--- config.mk ---
export PLATFORM = sky130hd
export DESIGN_NAME = xy_frame_parser_xor_check_core_flat
export DESIGN_NICKNAME = d
export VERILOG_FILES = /design/src/design/xyfp_pkg.sv /design/src/design/xyfp_byte_if.sv /design/src/design/xyfp_coord_if.sv /design/src/design/xyfp_in_stage.sv /design/src/design/xyfp_parser.sv /design/src/design/xyfp_out_stage.sv /design/src/design/xy_frame_parser_xor_check_core.sv /design/src/flat_wrapper.sv
export SDC_FILE = /design/constraint.sdc
export NUM_CORES = 1
export LEC_CHECK = 0
export BUFFER_PORTS_ARGS = -buffer_cell sky130_fd_sc_hd__clkbuf_2
export CAP_MARGIN = 20
export CELL_PAD_IN_SITES_DETAIL_PLACEMENT = 0
export CELL_PAD_IN_SITES_GLOBAL_PLACEMENT = 1
export CORE_AREA = 3 3 95 97
export DETAILED_ROUTE_END_ITERATION = 10
export DIE_AREA = 0 0 98 100
export GPL_ROUTABILITY_DRIVEN = 0
export PLACE_DENSITY_LB_ADDON = 0.1
export SYNTH_ARGS = -nofsm -noshare
export SYNTH_HDL_FRONTEND = slang
export SYNTH_SLANG_ARGS = --single-unit
--- constraint.sdc ---
create_clock -name clk_i -period 3.93 [get_ports clk_i]
set_clock_uncertainty 0.2 [all_clocks]
set_input_delay 0.786 -clock clk_i [delete_from_list [all_inputs] [get_ports clk_i]]
set_output_delay 0.786 -clock clk_i [all_outputs]
set_load 0.02 [all_outputs]
--- src/design/xyfp_pkg.sv ---
// Shared constants and types for the XY frame parser.
// No dependencies; imported by every module of the parser.
package xyfp_pkg;

  localparam int unsigned ByteW    = 8;
  localparam int unsigned CoordW   = 16;
  localparam int unsigned FrameLen = 7;
  localparam int unsigned CountW   = $clog2(FrameLen);
  localparam int unsigned CfgIdxW  = 1;
  localparam int unsigned CfgDataW = ByteW;

  // Register indexes of the configuration port.
  localparam logic [CfgIdxW-1:0] CfgHeadIdx = 1'd0;
  localparam logic [CfgIdxW-1:0] CfgTailIdx = 1'd1;

  localparam logic [ByteW-1:0] HeadReset = 8'hFF;
  localparam logic [ByteW-1:0] TailReset = 8'hFE;

  // Byte positions within a frame.
  localparam logic [CountW-1:0] PosHead = 3'd0;
  localparam logic [CountW-1:0] PosXHi  = 3'd1;
  localparam logic [CountW-1:0] PosXLo  = 3'd2;
  localparam logic [CountW-1:0] PosYHi  = 3'd3;
  localparam logic [CountW-1:0] PosYLo  = 3'd4;
  localparam logic [CountW-1:0] PosChk  = 3'd5;
  localparam logic [CountW-1:0] PosTail = 3'd6;

  typedef struct packed {
    logic [ByteW-1:0] head_byte;
    logic [ByteW-1:0] tail_byte;
  } cfg_t;

  typedef struct packed {
    logic              valid;
    logic [ByteW-1:0]  rx_byte;
  } byte_req_t;

  typedef struct packed {
    logic              valid;
    logic [CoordW-1:0] coord_x;
    logic [CoordW-1:0] coord_y;
  } coord_res_t;

endpackage

--- src/design/xyfp_byte_if.sv ---
// Valid/ready channel carrying one received byte per request.
// Depends on xyfp_pkg for the byte width.
interface xyfp_byte_if import xyfp_pkg::*; ();
  logic             valid;
  logic             ready;
  logic [ByteW-1:0] rx_byte;

  modport source (output valid, output rx_byte, input ready);
  modport sink   (input valid, input rx_byte, output ready);
endinterface

--- src/design/xyfp_coord_if.sv ---
// Valid/ready channel carrying one decoded coordinate pair per request.
// Depends on xyfp_pkg for the coordinate width.
interface xyfp_coord_if import xyfp_pkg::*; ();
  logic              valid;
  logic              ready;
  logic [CoordW-1:0] coord_x;
  logic [CoordW-1:0] coord_y;

  modport source (output valid, output coord_x, output coord_y, input ready);
  modport sink   (input valid, input coord_x, input coord_y, output ready);
endinterface

--- src/design/xyfp_in_stage.sv ---
// Input register of the parser: captures one byte request per cycle unless the held one is stalled.
// Depends on xyfp_pkg.
module xyfp_in_stage import xyfp_pkg::*; (
  input  logic             clk_i,
  input  logic             rst_ni,
  input  logic             in_valid_i,
  input  logic [ByteW-1:0] in_byte_i,
  output logic             in_ready_o,
  input  logic             advance_i,
  output byte_req_t        req_o
);

  logic             valid_q;
  logic [ByteW-1:0] byte_q;

  // Take a new byte when empty or when the held one moves on this cycle.
  assign in_ready_o = !valid_q || advance_i;

  always_ff @(posedge clk_i or negedge rst_ni) begin
    if (!rst_ni) begin
      valid_q <= 1'b0;
    end else if (in_ready_o) begin
      valid_q <= in_valid_i;
    end
  end

  always_ff @(posedge clk_i) begin
    if (in_ready_o && in_valid_i) begin
      byte_q <= in_byte_i;
    end
  end

  assign req_o.valid   = valid_q;
  assign req_o.rx_byte = byte_q;

endmodule

--- src/design/xyfp_parser.sv ---
// Frame tracker: byte counter, running XOR, stored coordinates and check byte.
// Depends on xyfp_pkg; produces a result pulse on the completing tail byte.
module xyfp_parser import xyfp_pkg::*; (
  input  logic       clk_i,
  input  logic       rst_ni,
  input  cfg_t       cfg_i,
  input  byte_req_t  req_i,
  input  logic       advance_i,
  output coord_res_t res_o
);

  logic [CountW-1:0] count_q, count_d;
  logic [ByteW-1:0]  xor_q, xor_d;
  logic [CoordW-1:0] x_q, x_d;
  logic [CoordW-1:0] y_q, y_d;
  logic [ByteW-1:0]  chk_q, chk_d;
  logic              fire;
  logic              frame_ok;
  logic [ByteW-1:0]  b;

  assign fire = req_i.valid && advance_i;
  assign b    = req_i.rx_byte;

  assign frame_ok = (b == cfg_i.tail_byte) && (chk_q == xor_q);

  always_comb begin
    count_d = count_q;
    xor_d   = xor_q ^ b;
    x_d     = x_q;
    y_d     = y_q;
    chk_d   = chk_q;
    case (count_q)
      PosHead: begin
        xor_d = b;
        if (b == cfg_i.head_byte) begin
          count_d = PosXHi;
        end
      end
      PosXHi: begin
        x_d[CoordW-1:ByteW] = b;
        count_d = PosXLo;
      end
      PosXLo: begin
        x_d[ByteW-1:0] = b;
        count_d = PosYHi;
      end
      PosYHi: begin
        y_d[CoordW-1:ByteW] = b;
        count_d = PosYLo;
      end
      PosYLo: begin
        y_d[ByteW-1:0] = b;
        count_d = PosChk;
      end
      PosChk: begin
        chk_d   = b;
        xor_d   = xor_q;
        count_d = PosTail;
      end
      PosTail: begin
        count_d = PosHead;
      end
      default: begin
        count_d = PosHead;
      end
    endcase
  end

  always_ff @(posedge clk_i or negedge rst_ni) begin
    if (!rst_ni) begin
      count_q <= PosHead;
    end else if (fire) begin
      count_q <= count_d;
    end
  end

  always_ff @(posedge clk_i) begin
    if (fire) begin
      xor_q <= xor_d;
      x_q   <= x_d;
      y_q   <= y_d;
      chk_q <= chk_d;
    end
  end

  assign res_o.valid   = fire && (count_q == PosTail) && frame_ok;
  assign res_o.coord_x = x_q;
  assign res_o.coord_y = y_q;

endmodule

--- src/design/xyfp_out_stage.sv ---
// Result register: holds one coordinate pair until the sink takes it.
// Depends on xyfp_pkg.
module xyfp_out_stage import xyfp_pkg::*; (
  input  logic              clk_i,
  input  logic              rst_ni,
  input  coord_res_t        res_i,
  input  logic              out_ready_i,
  output logic              advance_o,
  output logic              out_valid_o,
  output logic [CoordW-1:0] out_x_o,
  output logic [CoordW-1:0] out_y_o
);

  logic              valid_q;
  logic [CoordW-1:0] x_q;
  logic [CoordW-1:0] y_q;

  // The slot frees up when empty or when drained this cycle.
  assign advance_o = !valid_q || out_ready_i;

  always_ff @(posedge clk_i or negedge rst_ni) begin
    if (!rst_ni) begin
      valid_q <= 1'b0;
    end else if (advance_o) begin
      valid_q <= res_i.valid;
    end
  end

  always_ff @(posedge clk_i) begin
    if (advance_o && res_i.valid) begin
      x_q <= res_i.coord_x;
      y_q <= res_i.coord_y;
    end
  end

  assign out_valid_o = valid_q;
  assign out_x_o     = x_q;
  assign out_y_o     = y_q;

endmodule

--- src/design/xy_frame_parser_xor_check_core.sv ---
// XY frame parser with XOR block check, top level.
// A result reaches out_if through the input register and the result register once its tail
// byte request is accepted. Throughput: one byte per cycle; the input register, the parser
// update and the result register form a two-stage pipeline stalled only by out_if.
// Reset: asynchronous, active low; clears the byte counter and valid flags, and
// loads head_byte 0xFF and tail_byte 0xFE. Frame storage is not cleared.
module xy_frame_parser_xor_check_core import xyfp_pkg::*; (
  input  logic                clk_i,
  input  logic                rst_ni,
  xyfp_byte_if.sink           in_if,
  xyfp_coord_if.source        out_if,
  input  logic                cfg_we_i,
  input  logic [CfgIdxW-1:0]  cfg_idx_i,
  input  logic [CfgDataW-1:0] cfg_data_i
);

  cfg_t       cfg_q;
  byte_req_t  req;
  coord_res_t res;
  logic       advance;

  // Configuration registers: head and tail byte values.
  always_ff @(posedge clk_i or negedge rst_ni) begin
    if (!rst_ni) begin
      cfg_q.head_byte <= HeadReset;
      cfg_q.tail_byte <= TailReset;
    end else if (cfg_we_i) begin
      case (cfg_idx_i)
        CfgHeadIdx: cfg_q.head_byte <= cfg_data_i[ByteW-1:0];
        CfgTailIdx: cfg_q.tail_byte <= cfg_data_i[ByteW-1:0];
        default:    cfg_q           <= cfg_q;
      endcase
    end
  end

  // Stage one: register the incoming byte request.
  xyfp_in_stage u_in_stage (
    .clk_i      (clk_i),
    .rst_ni     (rst_ni),
    .in_valid_i (in_if.valid),
    .in_byte_i  (in_if.rx_byte),
    .in_ready_o (in_if.ready),
    .advance_i  (advance),
    .req_o      (req)
  );

  // Frame tracking and checks; advance only while the result slot has room.
  xyfp_parser u_parser (
    .clk_i     (clk_i),
    .rst_ni    (rst_ni),
    .cfg_i     (cfg_q),
    .req_i     (req),
    .advance_i (advance),
    .res_o     (res)
  );

  // Stage two: hold a good frame's coordinates until the sink takes them.
  xyfp_out_stage u_out_stage (
    .clk_i       (clk_i),
    .rst_ni      (rst_ni),
    .res_i       (res),
    .out_ready_i (out_if.ready),
    .advance_o   (advance),
    .out_valid_o (out_if.valid),
    .out_x_o     (out_if.coord_x),
    .out_y_o     (out_if.coord_y)
  );

endmodule

--- src/flat_wrapper.sv ---
// flat-port wrapper written by rule: the top's interface ports become plain ports
module xy_frame_parser_xor_check_core_flat import xyfp_pkg::*;
  (clk_i, rst_ni, cfg_we_i, cfg_idx_i, cfg_data_i, in_if_valid, in_if_rx_byte, in_if_ready, out_if_valid, out_if_coord_x, out_if_coord_y, out_if_ready);
  xyfp_byte_if in_if_i ();
  xyfp_coord_if out_if_i ();
  input  logic clk_i;
  input  logic rst_ni;
  input  logic cfg_we_i;
  input  logic [CfgIdxW-1:0] cfg_idx_i;
  input  logic [CfgDataW-1:0] cfg_data_i;
  input wire logic [$bits(in_if_i.valid)-1:0] in_if_valid;
  input wire logic [$bits(in_if_i.rx_byte)-1:0] in_if_rx_byte;
  output wire logic [$bits(in_if_i.ready)-1:0] in_if_ready;
  output wire logic [$bits(out_if_i.valid)-1:0] out_if_valid;
  output wire logic [$bits(out_if_i.coord_x)-1:0] out_if_coord_x;
  output wire logic [$bits(out_if_i.coord_y)-1:0] out_if_coord_y;
  input wire logic [$bits(out_if_i.ready)-1:0] out_if_ready;
  assign in_if_i.valid = in_if_valid;
  assign in_if_i.rx_byte = in_if_rx_byte;
  assign in_if_ready = in_if_i.ready;
  assign out_if_valid = out_if_i.valid;
  assign out_if_coord_x = out_if_i.coord_x;
  assign out_if_coord_y = out_if_i.coord_y;
  assign out_if_i.ready = out_if_ready;
  xy_frame_parser_xor_check_core u_core (.clk_i(clk_i), .rst_ni(rst_ni), .in_if(in_if_i), .out_if(out_if_i), .cfg_we_i(cfg_we_i), .cfg_idx_i(cfg_idx_i), .cfg_data_i(cfg_data_i));
endmodule
# Yosys cells after proc, flatten, opt, wreduce, memory -nomap -nowiden
# Cells that the tools add are included.
# W data, S select, Z words.
# totals
register_bits	109
input_bits	22
output_inout_bits	34
elab_cells	50
# op_classes
eq_ne	10
muxes	3
bitwise_logic	3
n_reduce_logical	20
# ops
cell	n
$eq A8 B8 Y1	3
$pmux W3 S6	1
$reduce_and A2 Y1	9
$pmux W8 S2	1
$eq A3 B3 Y1 const B	3
$xor A8 B8 Y8	1
$eq A3 B2 Y1 const B	2
$logic_and A1 B1 Y1	6
$eq A3 B1 Y1 const B	1
$logic_not A3 Y1	1
$mux W3	1
$logic_not A1 Y1	2
$logic_or A1 B1 Y1	2
$ne A2 B2 Y1 const B	1
$not A1 Y1	2

# Depth between registers and ports, before layout
# Gate-level depths: netlist of run 1.
# logic_depth
word_depth	6
ltp_mapped	5
depth_no_buf	4

# Modules after synthesis
# A second synthesis of run 1 with hierarchy kept.
# hier_totals
hier_cells	206
hier_area_um2	3973.8
# modules_own_cells
mod	instances	cells_per_inst	area_per_inst_um2	seq_area_each_um2
xyfp_parser	1	122	1996.9	1516.5
xyfp_out_stage	1	36	1014.7	985.9
xy_frame_parser_xor_check_core	1	35	660.6	419.2
xyfp_in_stage	1	13	301.5	265.3

# Worst setup path after synthesis of run 1
# OpenSTA, ideal clock, no wires.
# synth_timing
path_type	input port to flip-flop
from	input out_if_ready
to	register u_core.u_out_stage.x_q[0], in the netlist u_core.u_out_stage.out_x_o[0] (enable)
setup_time_ns	0.441
arrival_ns	2.975
t_required_ns	3.289
path_slack_ns	0.314
stages	3
path_buffers	0
path_cell_list	nand2b_1 > nand2_1 > nor4_2
# synth_between
elab_chain_cells	5
# synth_lines
item	line	text
from (decl)	flat_wrapper.sv:17	input wire logic [$bits(out_if_i.ready)-1:0] out_if_ready;
$logic_or A1 B1 Y1 (*)	xyfp_out_stage.sv:19	assign advance_o = !valid_q || out_ready_i;
$logic_and A1 B1 Y1	xyfp_parser.sv:21	assign fire = req_i.valid && advance_i;
$logic_and A1 B1 Y1 (2 in series)	xyfp_parser.sv:86	assign res_o.valid = fire && (count_q == PosTail) && frame_ok;
$logic_and A1 B1 Y1 (*)	xyfp_out_stage.sv:30	if (advance_o && res_i.valid) begin
to (signal assigned)	xyfp_out_stage.sv:31	x_q <= res_i.coord_x;
to (decl)	xyfp_out_stage.sv:15	logic [CoordW-1:0] x_q;
# Every way passes the cells marked *; elsewhere a longest branch is shown, timed or not.
# A chain may end at the register's enable or synchronous reset.

# Final worst setup path of run 1
# layout_timing
from	register u_core.u_in_stage.byte_q[0]
to	register u_core.u_out_stage.x_q[12], in the netlist u_core.u_out_stage.out_x_o[12] (enable)
# layout_between
elab_chain_cells	4
# layout_lines
item	line	text
from (decl)	xyfp_in_stage.sv:14	logic [ByteW-1:0] byte_q;
from (signal assigned)	xyfp_in_stage.sv:29	byte_q <= in_byte_i;
$eq A8 B8 Y1	xyfp_parser.sv:24	assign frame_ok = (b == cfg_i.tail_byte) && (chk_q == xor_q);
$logic_and A1 B1 Y1	xyfp_parser.sv:24	
$logic_and A1 B1 Y1	xyfp_parser.sv:86	
$logic_and A1 B1 Y1	xyfp_out_stage.sv:30	
# No other way between the ends.

==> results by group, run 1 <==
Run status
  • Status: completed

STA
  • RSZ-0062 raised after global routing: false
  • Final cycle utilization of the critical path: 0.632
  • Slew Viols, Final: 0
  • Fmax: 402 MHz
  • Setup tns final: 0 ns
  • Max transition margin: 0.419
  • Worst-Margin Slew: 0.867 ns
  • Final count of hold timing violations: 0
  • Finish-stage setup viols: 0
  • Clock period minus worst slack: 2.48 ns

Clock network
  • Clock Pin Slew Worst Setup and Hold Paths: 0.10 ns
  • Clock Path Buffers: 2
  • Post-CTS Setup Inserts: 0
  • Cts bufs inserted: 9
  • CTS tree: done
  • Clock root buffer: clkbuf_8
  • Hold_buf cts: 0
  • Clock Sinks: 109
  • Post-CTS sizing: 0
  • H-tree depth reported by CTS: 3
  • Clk_lat worst skew: 0.36 ns

Critical path
  • Worst EP arrival: 2.31 ns
  • Worst-path cell chain: xor2_1 -> nor4_2 -> nand4_1 -> nor4_4 -> buf_4
  • Max incr delay on CP: 0.55 ns
  • Critical path depth: 5
  • CP Class: register to register
  • CP top delay family: simple AND/OR/NAND/NOR gates
  • Required time worst endpoint: 3.75 ns
  • Buffers plus inverters on the worst setup path: 1
  • Max FO, Critical Path: 32
  • Worst setup SP type: register
  • Crit-path slowest cell: edfxtp_1
  • Reg2reg path depth: 5
  • Crit path capture type: register

Floorplan
  • Die area: 0.00980 mm^2
  • Die width: 98 um
  • FP Rows: 33
  • Boundary Pins: 56
  • Initial Util: 0.482
  • Die height: 100 um
  • CORE AREA: 0.00822 mm^2

Power
  • Worst vdd ir: 0.220 mV
  • Pwr/cell area: 546 mW/mm^2
  • Total power: 2.50 mW
  • Comb pwr share: 0.120
  • Sequential Power Share: 0.611
  • Sw frac: 0.256
  • Clock power frac: 0.269
  • Leakage: 1.65 nW
  • Internal power: 1.86 mW
  • NetSw: 0.641 mW

Global routing
  • GRT Overall Usage: 0.136
  • Largest net degree at the start of global routing: 33
  • First-pass GRT wire length: 10.1 mm
  • Number of global-route vias before repair: 1884
  • Antenna violations before repair: 0
  • GR Util met1: 0.186
  • Gr ovfl total: 0
  • GR Util met3: 0.0347
  • GR peak layer: met2
  • Met2 Use GR: 0.205

Yosys
  • Dominant cells by area after synthesis: edfxtp_1, dfstp_2, xor2_1
  • Syn Nets: 232
  • Yosys top cell by area: edfxtp_1
  • Mapped Cells: 210
  • Syn Area/Cell: 18.9 um^2
  • Total number of yosys warnings: 0
  • Distinct cells, synth: 27
  • Synth Cell Area: 0.00396 mm^2
  • Post-synthesis sequential area ratio: 0.804
  • Yosys top cell area share: 0.667
  • Top-count cell post-synth: edfxtp_1
  • Seq cells post-synth: 109
  • Synth top cells by count: edfxtp_1, xor2_1, mux2_2, dfstp_2, nand2_1
  • Ys async rst share: 0.193
  • Most used DFF post-synth: edfxtp_1
  • Post-synth EDFFs: 88

Layout
  • Antenna Cells: 0
  • Layout Cells excl Fill: 385
  • Post-layout nets: 297
  • Fin util: 0.558
  • Share of layout cells above drive strength 1: 0.389
  • Fin area: 0.00458 mm^2
  • Syn-to-layout area delta: 15.7%

Routing
  • DRT Pass-1 Iters: 5
  • Drt wl/cell: 15.8 um
  • Via total after detailed routing: 1887
  • # DRC: 0
  • Routed WL: 6.08 mm
  • Initial DRC count: 135
  • Final ANT Viol Nets: 0
  • Vias per cell: 4.90

Placement
  • Port Buf Inserts: 55
  • Placed cells: 369
  • Area after DPL: 0.00438 mm^2
  • Detail Placement HPWL: 4.31 mm

Min path
  • Hold Path Class: primary input to async pin

Run
  • MaxCap Viol Count: 0
==> cell type report <==
| type | count | area (um^2) |
|---|---|---|
| Sequential cell | 109 | 3190 |
| Fill cell | 671 | 3630 |
| Inverter | 1 | 3.75 |
| Clock inverter | 6 | 71.3 |
| Timing Repair Buffer | 59 | 305 |
| Tap cell | 105 | 131 |
| Multi-Input combinational cell | 95 | 756 |
| Clock buffer | 10 | 128 |
==> path summary, 6_finish.rpt <==
path                                                       start                                        to  slack, ns
min                                                       rst_ni     u_core.u_in_stage.valid_q$_DFFE_PN0N_       0.17
max reg2reg                u_core.u_in_stage.byte_q[0]$_DFFE_PP_  u_core.u_out_stage.out_x_o[12]$_DFFE_PP_       1.45
max                        u_core.u_in_stage.byte_q[0]$_DFFE_PP_  u_core.u_out_stage.out_x_o[12]$_DFFE_PP_       1.45
max in group asynchronous                                 rst_ni               u_core.cfg_q[5]$_DFFE_PN1P_       2.98
min in group clk_i              u_core.u_parser.y_q[4]$_DFFE_PP_   u_core.u_out_stage.out_y_o[4]$_DFFE_PP_       0.23
min reg2reg                     u_core.u_parser.y_q[4]$_DFFE_PP_   u_core.u_out_stage.out_y_o[4]$_DFFE_PP_       0.23
==> metal layers <==
metal | share of wire | wire length (um)
met5 | 0 | 0
met1 | 0.46 | 2780
met3 | 0.052 | 314
met2 | 0.47 | 2870
met4 | 0.020 | 119
==> power by group through the flow <==
stage	sequential [mW]	clock [mW]	combinational [mW]
finish	1.53	0.673	0.301
global route	1.55	0.751	0.342
CTS	1.53	0.697	0.307
detailed placement	1.55	0	0.309
global placement	1.55	0	0.302
floorplan	1.49	0	0.273
==> metrics by stage <==
| step | hold slack (ns) | setup WS (ns) |
|---|---|---|
| after floorplan | 0.200 | 0.314 |
| after global placement | 0.201 | 1.46 |
| after detailed placement | 0.205 | 1.35 |
| after CTS | 0.175 | 1.40 |
| after global routing | 0.198 | 1.26 |
| final | 0.172 | 1.45 |
==> sequential cells by signal, indices dropped and copies added, names as in the netlist <==
name and count:
u_core.u_parser.y_q 16, u_core.u_parser.xor_q 8, u_core.u_parser.x_q 16, u_core.cfg_q 16
u_core.u_in_stage.byte_q 8, u_core.u_parser.chk_q 8, u_core.u_out_stage.out_valid_o 1, u_core.u_out_stage.out_y_o 16
u_core.u_out_stage.out_x_o 16, u_core.u_parser.count_q 3, u_core.u_in_stage.valid_q 1
==> layout by cell type (no fill, tap or decap), types with 5 or more instances in the layout <==
master and instances:
mux2_2 16, xnor2_1 9, clkbuf_2 55, dfstp_2 15, clkbuf_8 9, xor2_1 23, o21ai_0 5, nand2_1 12
edfxtp_1 88, dfrtp_1 6
==> logic make-up (layout without fill, tap and decap cells) <==
group / count (synthesis) / count (layout) / share of synthesized area
DFF: 109 / 109 / 0.804
and+or+nand+nor: 38 / 38 / 0.0572
xor gates and xnor gates: 32 / 32 / 0.0708
muxes: 16 / 16 / 0.0455
AOI/OAI and AO/OA: 9 / 9 / 0.0152
buffers and inverters: 6 / 76 / 0.00695
Power figures use the tool's default switching activity.
==> run 2, diff against run 1 <==
clock period = 2.5 ns   (was 3.93 ns; I/O delays follow)
==> run 2 against run 1 <==
Effect of this change:
- clock power grew 55%
- final area grew 2.3%
- via count grew 0.95%
- first-iteration DRC count shrank 67%
- non-clock buffer count grew 11
- flip-flop and latch count is the same
- critical path depth is the same
- hold slack lost 0.070 ns
- register-to-register slack lost 1.3 ns
- routed wire length grew 3.7%
- maximum frequency grew 7.7%
- sequential share of layout area shrank 1.5 points
==> results by group, run 2 (synthesized netlist as in run 1, its figures left out) <==
Run status
  • Status: completed (unchanged)

Critical path
  • Max FO, Critical Path: 32 (unchanged)
  • Start point of the critical path: u_core.u_in_stage.byte_q[0]$_DFFE_PP_ (unchanged)
  • Worst EP arrival: 2.17 ns (was 2.31 ns)
  • Buffers plus inverters on the worst setup path: 1 (unchanged)
  • Crit-path slowest cell: edfxtp_1 (unchanged)
  • Max incr delay on CP: 0.54 ns (was 0.55 ns)
  • Worst setup SP type: register (unchanged)
  • Critical path depth: 5 (unchanged)
  • CP Class: register to register (unchanged)
  • Reg2reg path depth: 5 (unchanged)
  • R2R Setup Slk: 0.19 ns (was 1.45 ns)
  • Crit path capture type: register (unchanged)
  • CP top delay family: simple AND/OR/NAND/NOR gates (unchanged)
  • Required time worst endpoint: 2.37 ns (was 3.75 ns)
  • Worst r2r dst: u_core.u_out_stage.out_x_o[8]$_DFFE_PP_ (was u_core.u_out_stage.out_x_o[12]$_DFFE_PP_)
  • Worst-path cell chain: xor2_1 -> nor4_2 -> nand4_1 -> nor4_4 -> buf_12 (was xor2_1 -> nor4_2 -> nand4_1 -> nor4_4 -> buf_4)
  • Worst r2r src: u_core.u_in_stage.byte_q[0]$_DFFE_PP_ (unchanged)

Global routing
  • Antenna violations before repair: 0 (unchanged)
  • GR Util met3: 0.0431 (was 0.0347)
  • Number of global-route vias before repair: 1925 (was 1884)
  • GR peak layer: met2 (unchanged)
  • Met2 Use GR: 0.223 (was 0.205)
  • GR Util met1: 0.187 (was 0.186)
  • Largest net degree at the start of global routing: 33 (unchanged)
  • Gr ovfl total: 0 (unchanged)
  • First-pass GRT wire length: 10.4 mm (was 10.1 mm)
  • GRT Overall Usage: 0.141 (was 0.136)

Clock network
  • Post-CTS sizing: 0 (unchanged)
  • Post-CTS Setup Inserts: 0 (unchanged)
  • Hold_buf cts: 1 (was 0)
  • CTS tree: done (unchanged)
  • Clk_lat worst skew: 0.36 ns (about the same)
  • Clock root buffer: clkbuf_8 (unchanged)
  • Clock Sinks: 109 (unchanged)
  • Cts bufs inserted: 9 (unchanged)
  • Clock Path Buffers: 2 (unchanged)
  • H-tree depth reported by CTS: 3 (unchanged)
  • Clock Pin Slew Worst Setup and Hold Paths: 0.11 ns (was 0.10 ns)

STA
  • Final cycle utilization of the critical path: 0.923 (was 0.632)
  • RSZ-0062 raised after global routing: false (unchanged)
  • Finish-stage setup viols: 0 (unchanged)
  • Setup ws final: 0.194 ns (was 1.45 ns)
  • Worst-Margin Slew: 0.536 ns (was 0.867 ns)
  • Max transition margin: 0.643 (was 0.419)
  • Fmax: 434 MHz (was 402 MHz)
  • WHS: 0.103 ns (was 0.172 ns)
  • Final count of hold timing violations: 0 (unchanged)
  • Slew Viols, Final: 0 (unchanged)
  • Clock period minus worst slack: 2.31 ns (was 2.48 ns)

Floorplan
  • CORE AREA: 0.00822 mm^2 (unchanged)
  • Die area: 0.00980 mm^2 (unchanged)
  • Die width: 98 um (unchanged)
  • Boundary Pins: 56 (unchanged)
  • FP Rows: 33 (unchanged)
  • Initial Util: 0.482 (unchanged)
  • Die height: 100 um (unchanged)

Layout
  • Register area: 0.00319 mm^2 (unchanged)
  • Fillcell total: 666 (was 671)
  • Area of the multi-input gates: 763 um^2 (was 756 um^2)
  • Layout Cells excl Fill: 396 (was 385)
  • Most frequent cells in the layout: edfxtp_1, clkbuf_2, xor2_1, mux2_2, dfstp_2 (unchanged)
  • Antenna Cells: 0 (unchanged)
  • Post-layout nets: 308 (was 297)
  • Syn-to-layout area delta: 18.3% (was 15.7%)
  • Share of layout cells above drive strength 1: 0.419 (was 0.389)
  • Fin area: 0.00469 mm^2 (was 0.00458 mm^2)
  • Leading cell type in the layout, fill and taps excluded: edfxtp_1 (unchanged)

Routing
  • Final ANT Viol Nets: 0 (unchanged)
  • Via total after detailed routing: 1905 (was 1887)
  • # DRC: 0 (unchanged)
  • DRT Pass-1 Iters: 4 (was 5)
  • Vias per cell: 4.81 (was 4.90)
  • Routed WL: 6.30 mm (was 6.08 mm)
  • Initial DRC count: 44 (was 135)
  • Drt wl/cell: 15.9 um (was 15.8 um)

Power
  • Leakage: 1.72 nW (was 1.65 nW)
  • Total power: 3.94 mW (was 2.50 mW)
  • Worst vdd ir: 0.389 mV (was 0.220 mV)
  • Pwr/cell area: 841 mW/mm^2 (was 546 mW/mm^2)

Min path
  • Hold Path Class: primary input to register (was primary input to async pin)
  • Worst hold stages: 1
  • Hold path start: in_if_rx_byte[4]
  • Hold path endpoint: u_core.u_in_stage.byte_q[4]$_DFFE_PP_

Placement
  • Port Buf Inserts: 55 (unchanged)
  • Area after DPL: 0.00448 mm^2 (was 0.00438 mm^2)
  • Detail Placement HPWL: 4.44 mm (was 4.31 mm)
  • Pre-CTS WS: 0.173 ns (was 1.35 ns)
  • Placed cells: 379 (was 369)

Run
  • MaxCap Viol Count: 0 (unchanged)
run 2: cell types whose count changed in the layout (fill, tap and decap cells not counted), sizes merged:
cell	previous run	this run
buf	4	14
inv	3	6
clkinvlp	2	0
bufinv	1	0
dlygate4sd3	0	1
run 2: worst max-delay path by stage:
stage                                                    endpoint  slack (ns)
final                     u_core.u_out_stage.out_x_o[8]$_DFFE_PP_        0.19
after global routing      u_core.u_out_stage.out_x_o[8]$_DFFE_PP_        0.06
after CTS                 u_core.u_out_stage.out_x_o[8]$_DFFE_PP_        0.16
after detailed placement  u_core.u_out_stage.out_x_o[4]$_DFFE_PP_        0.17
after global placement    u_core.u_out_stage.out_y_o[5]$_DFFE_PP_        0.32
after floorplan           u_core.u_out_stage.out_x_o[0]$_DFFE_PP_       -0.30
run 2: metrics by stage:
stage                util  TNS [ns]
global placement    0.545         0
CTS                 0.570         0
floorplan               -     -9.48
detailed placement  0.545         0
finish              0.570         0
global route        0.570         0
run 2: worst register-to-register path: cells and delay by family (launching register included):
family,cells,cell delay [ns]
buffers and inverters,1,0.24
flip-flops,1,0.54
AND/OR/NAND/NOR,3,0.80
XOR/XNOR,1,0.23
run 2: layout make-up:
| type | count | share of cell area |
|---|---|---|
| Clock buffer | 10 | 0.0294 |
| Clock inverter | 6 | 0.0128 |
| Inverter | 1 | 0.000801 |
| Multi-Input combinational cell | 95 | 0.163 |
| Sequential cell | 109 | 0.680 |
| Tap cell | 105 | 0.0280 |
| Timing Repair Buffer | 70 | 0.0860 |
run 2: power breakdown:
part / total (mW) / internal, mW / switching (mW)
logic: 0.517 / 0.232 / 0.285
registers: 2.38 / 2.23 / 0.148
clock network: 1.04 / 0.420 / 0.622
total: 3.94 / 2.89 / 1.05
run 2: metal layers:
layer,vias up,routed length [um]
met5,-,0
met4,0,59
met3,7,331
met2,54,3070
met1,919,2840
li1,925,-
==> run 3, diff against run 2 <==
CORE_AREA = 3 3 111 113   (was 3 3 95 97)
DIE_AREA = 0 0 114 116   (was 0 0 98 100)
==> run 3 against run 2 <==
Effect of this change:
- sequential power about the same
- first-iteration DRC count rose to 2.9 times the previous value
- setup slack better by 0.026 ns
- via count up 2.9%
- register-to-register slack better by 0.03 ns
- clock power up 30%
- highest routed layer unchanged
==> results by group, run 3 (synthesized netlist as in run 1, its figures left out) <==
Run status
  • Status: completed (unchanged)

Routing
  • Drt wl/cell: 17.0 um (was 15.9 um)
  • Vias per cell: 4.51 (was 4.81)
  • Final ANT Viol Nets: 0 (unchanged)
  • DRT Pass-1 Iters: 4 (unchanged)
  • Via total after detailed routing: 1960 (was 1905)
  • Initial DRC count: 127 (was 44)
  • # DRC: 0 (unchanged)
  • Routed WL: 7.41 mm (was 6.30 mm)

STA
  • Worst-Margin Slew: 0.556 ns (was 0.536 ns)
  • Final cycle utilization of the critical path: 0.912 (was 0.923)
  • Finish-stage setup viols: 0 (unchanged)
  • Slew Viols, Final: 0 (unchanged)
  • Clock period minus worst slack: 2.28 ns (was 2.31 ns)
  • Fmax: 438 MHz (was 434 MHz)
  • Setup ws final: 0.219 ns (was 0.194 ns)
  • RSZ-0062 raised after global routing: false (unchanged)
  • Max transition margin: 0.629 (was 0.643)
  • Final count of hold timing violations: 0 (unchanged)

Power
  • Leakage: 1.76 nW (was 1.72 nW)
  • Pwr/cell area: 885 mW/mm^2 (was 841 mW/mm^2)
  • Total power: 4.27 mW (was 3.94 mW)
  • Worst vdd ir: 0.390 mV (was 0.389 mV)

Critical path
  • CP top delay family: simple AND/OR/NAND/NOR gates (unchanged)
  • Worst EP arrival: 2.12 ns (was 2.17 ns)
  • Max FO, Critical Path: 32 (unchanged)
  • Buffers plus inverters on the worst setup path: 1 (unchanged)
  • Crit path capture type: register (unchanged)
  • Max incr delay on CP: 0.54 ns (about the same)
  • CP Class: register to register (unchanged)
  • Worst setup SP type: register (unchanged)
  • Required time worst endpoint: 2.34 ns (was 2.37 ns)
  • Crit-path slowest cell: edfxtp_1 (unchanged)
  • Worst-path cell chain: xor2_1 -> nor3_1 -> nand4_1 -> nor4_4 -> buf_12 (was xor2_1 -> nor4_2 -> nand4_1 -> nor4_4 -> buf_12)

Clock network
  • Clock Pin Slew Worst Setup and Hold Paths: 0.07 ns (was 0.11 ns)
  • H-tree depth reported by CTS: 3 (unchanged)
  • Cts bufs inserted: 9 (unchanged)
  • Clock Sinks: 109 (unchanged)
  • CTS tree: done (unchanged)
  • Clk_lat worst skew: 0.34 ns (was 0.36 ns)
  • Clock root buffer: clkbuf_16 (was clkbuf_8)
  • Post-CTS Setup Inserts: 0 (unchanged)
  • Clock Path Buffers: 2 (unchanged)

Layout
  • Most frequent cells in the layout: edfxtp_1, clkbuf_2, xor2_1, mux2_2, dfstp_2 (unchanged)
  • Post-layout nets: 309 (was 308)
  • Share of layout cells above drive strength 1: 0.418 (was 0.419)
  • Fin util: 0.423 (was 0.570)
  • Syn-to-layout area delta: 21.8% (was 18.3%)
  • Antenna Cells: 0 (unchanged)
  • Leading cell type in the layout, fill and taps excluded: edfxtp_1 (unchanged)
  • Layout Cells excl Fill: 435 (was 396)

Global routing
  • Antenna violations before repair: 0 (unchanged)
  • GRT Overall Usage: 0.122 (was 0.141)
  • Largest net degree at the start of global routing: 33 (unchanged)
  • Gr ovfl total: 0 (unchanged)
  • Number of global-route vias before repair: 1985 (was 1925)
  • First-pass GRT wire length: 11.7 mm (was 10.4 mm)

Floorplan
  • Die height: 116 um (was 100 um)
  • Die area: 0.0132 mm^2 (was 0.00980 mm^2)
  • FP Rows: 39 (was 33)
  • CORE AREA: 0.0114 mm^2 (was 0.00822 mm^2)
  • Die width: 114 um (was 98 um)
  • Boundary Pins: 56 (unchanged)
  • Initial Util: 0.347 (was 0.482)

Placement
  • Port Buf Inserts: 55 (unchanged)
  • Detail Placement HPWL: 5.24 mm (was 4.44 mm)
  • Placed cells: 418 (was 379)
  • Pre-CTS WS: 0.198 ns (was 0.173 ns)

Min path
  • Hold Path Class: primary input to register (unchanged)

Run
  • MaxCap Viol Count: 0 (unchanged)
==> run 3: through the flow <==
step | hold slack (ns) | setup TNS, ns | cell area (um^2)
4_1_cts | 0.127 | 0 | 4830
2_1_floorplan | 0.00441 | -9.48 | 3980
3_3_place_gp | 0.204 | 0 | 4530
5_1_grt | 0.121 | 0 | 4830
3_5_place_dp | 0.205 | 0 | 4530
6_report | 0.137 | 0 | 4830
==> run 3: final cells by class <==
| cell class | count | area (um^2) |
|---|---|---|
| tap | 143 | 179 |
| timing repair buffer | 71 | 410 |
| clock inverter | 6 | 53.8 |
| clock buffer | 10 | 229 |
| fill | 1045 | 6590 |
| sequential | 109 | 3190 |
| multi-input combinational | 95 | 763 |
| inverter | 1 | 3.75 |
==> run 3: report_power, final <==
group	switching [mW]	total [mW]	internal [mW]
combinational	0.300	0.533	0.233
sequential	0.152	2.39	2.23
clock	0.658	1.35	0.695
==> run 3: worst paths after layout <==
kind / slack (ns) / from / depth (start not counted) / endpoint
min: 0.14 / in_if_rx_byte[3] / 1 / u_core.u_in_stage.byte_q[3]$_DFFE_PP_
min reg2reg: 0.22 / u_core.u_parser.x_q[12]$_DFFE_PP_ / 0 / u_core.u_out_stage.out_x_o[12]$_DFFE_PP_
max in group asynchronous: 1.24 / rst_ni / 2 / u_core.cfg_q[7]$_DFFE_PN1P_
min in group asynchronous: 0.47 / rst_ni / 2 / u_core.u_out_stage.out_valid_o$_DFFE_PN0P_
max: 0.22 / u_core.u_in_stage.byte_q[4]$_DFFE_PP_ / 5 / u_core.u_out_stage.out_y_o[4]$_DFFE_PP_
max reg2reg: 0.22 / u_core.u_in_stage.byte_q[4]$_DFFE_PP_ / 5 / u_core.u_out_stage.out_y_o[4]$_DFFE_PP_
==> run 3: metal layers <==
metal | part of all wire | up-vias | global-route usage
li1 | - | 932 | -
met1 | 0.49 | 968 | 0.171
met2 | 0.45 | 51 | 0.183
met3 | 0.044 | 9 | 0.0308
met4 | 0.015 | 0 | 0.0475
met5 | 0 | - | 0
==> run 3: timing repair <==
action                     CTS  global route
hold buffers                 1             0
gates resized for setup      0             0
setup endpoints to repair    0             0
hold endpoints to repair     6             0
==> run 3: worst register-to-register path: cells and delay by family (launching register included) <==
| family | cells | cell delay (ns) |
|---|---|---|
| xor gates and xnor gates | 1 | 0.23 |
| DFF | 1 | 0.54 |
| and+or+nand+nor | 3 | 0.76 |
| buffers and inverters | 1 | 0.25 |
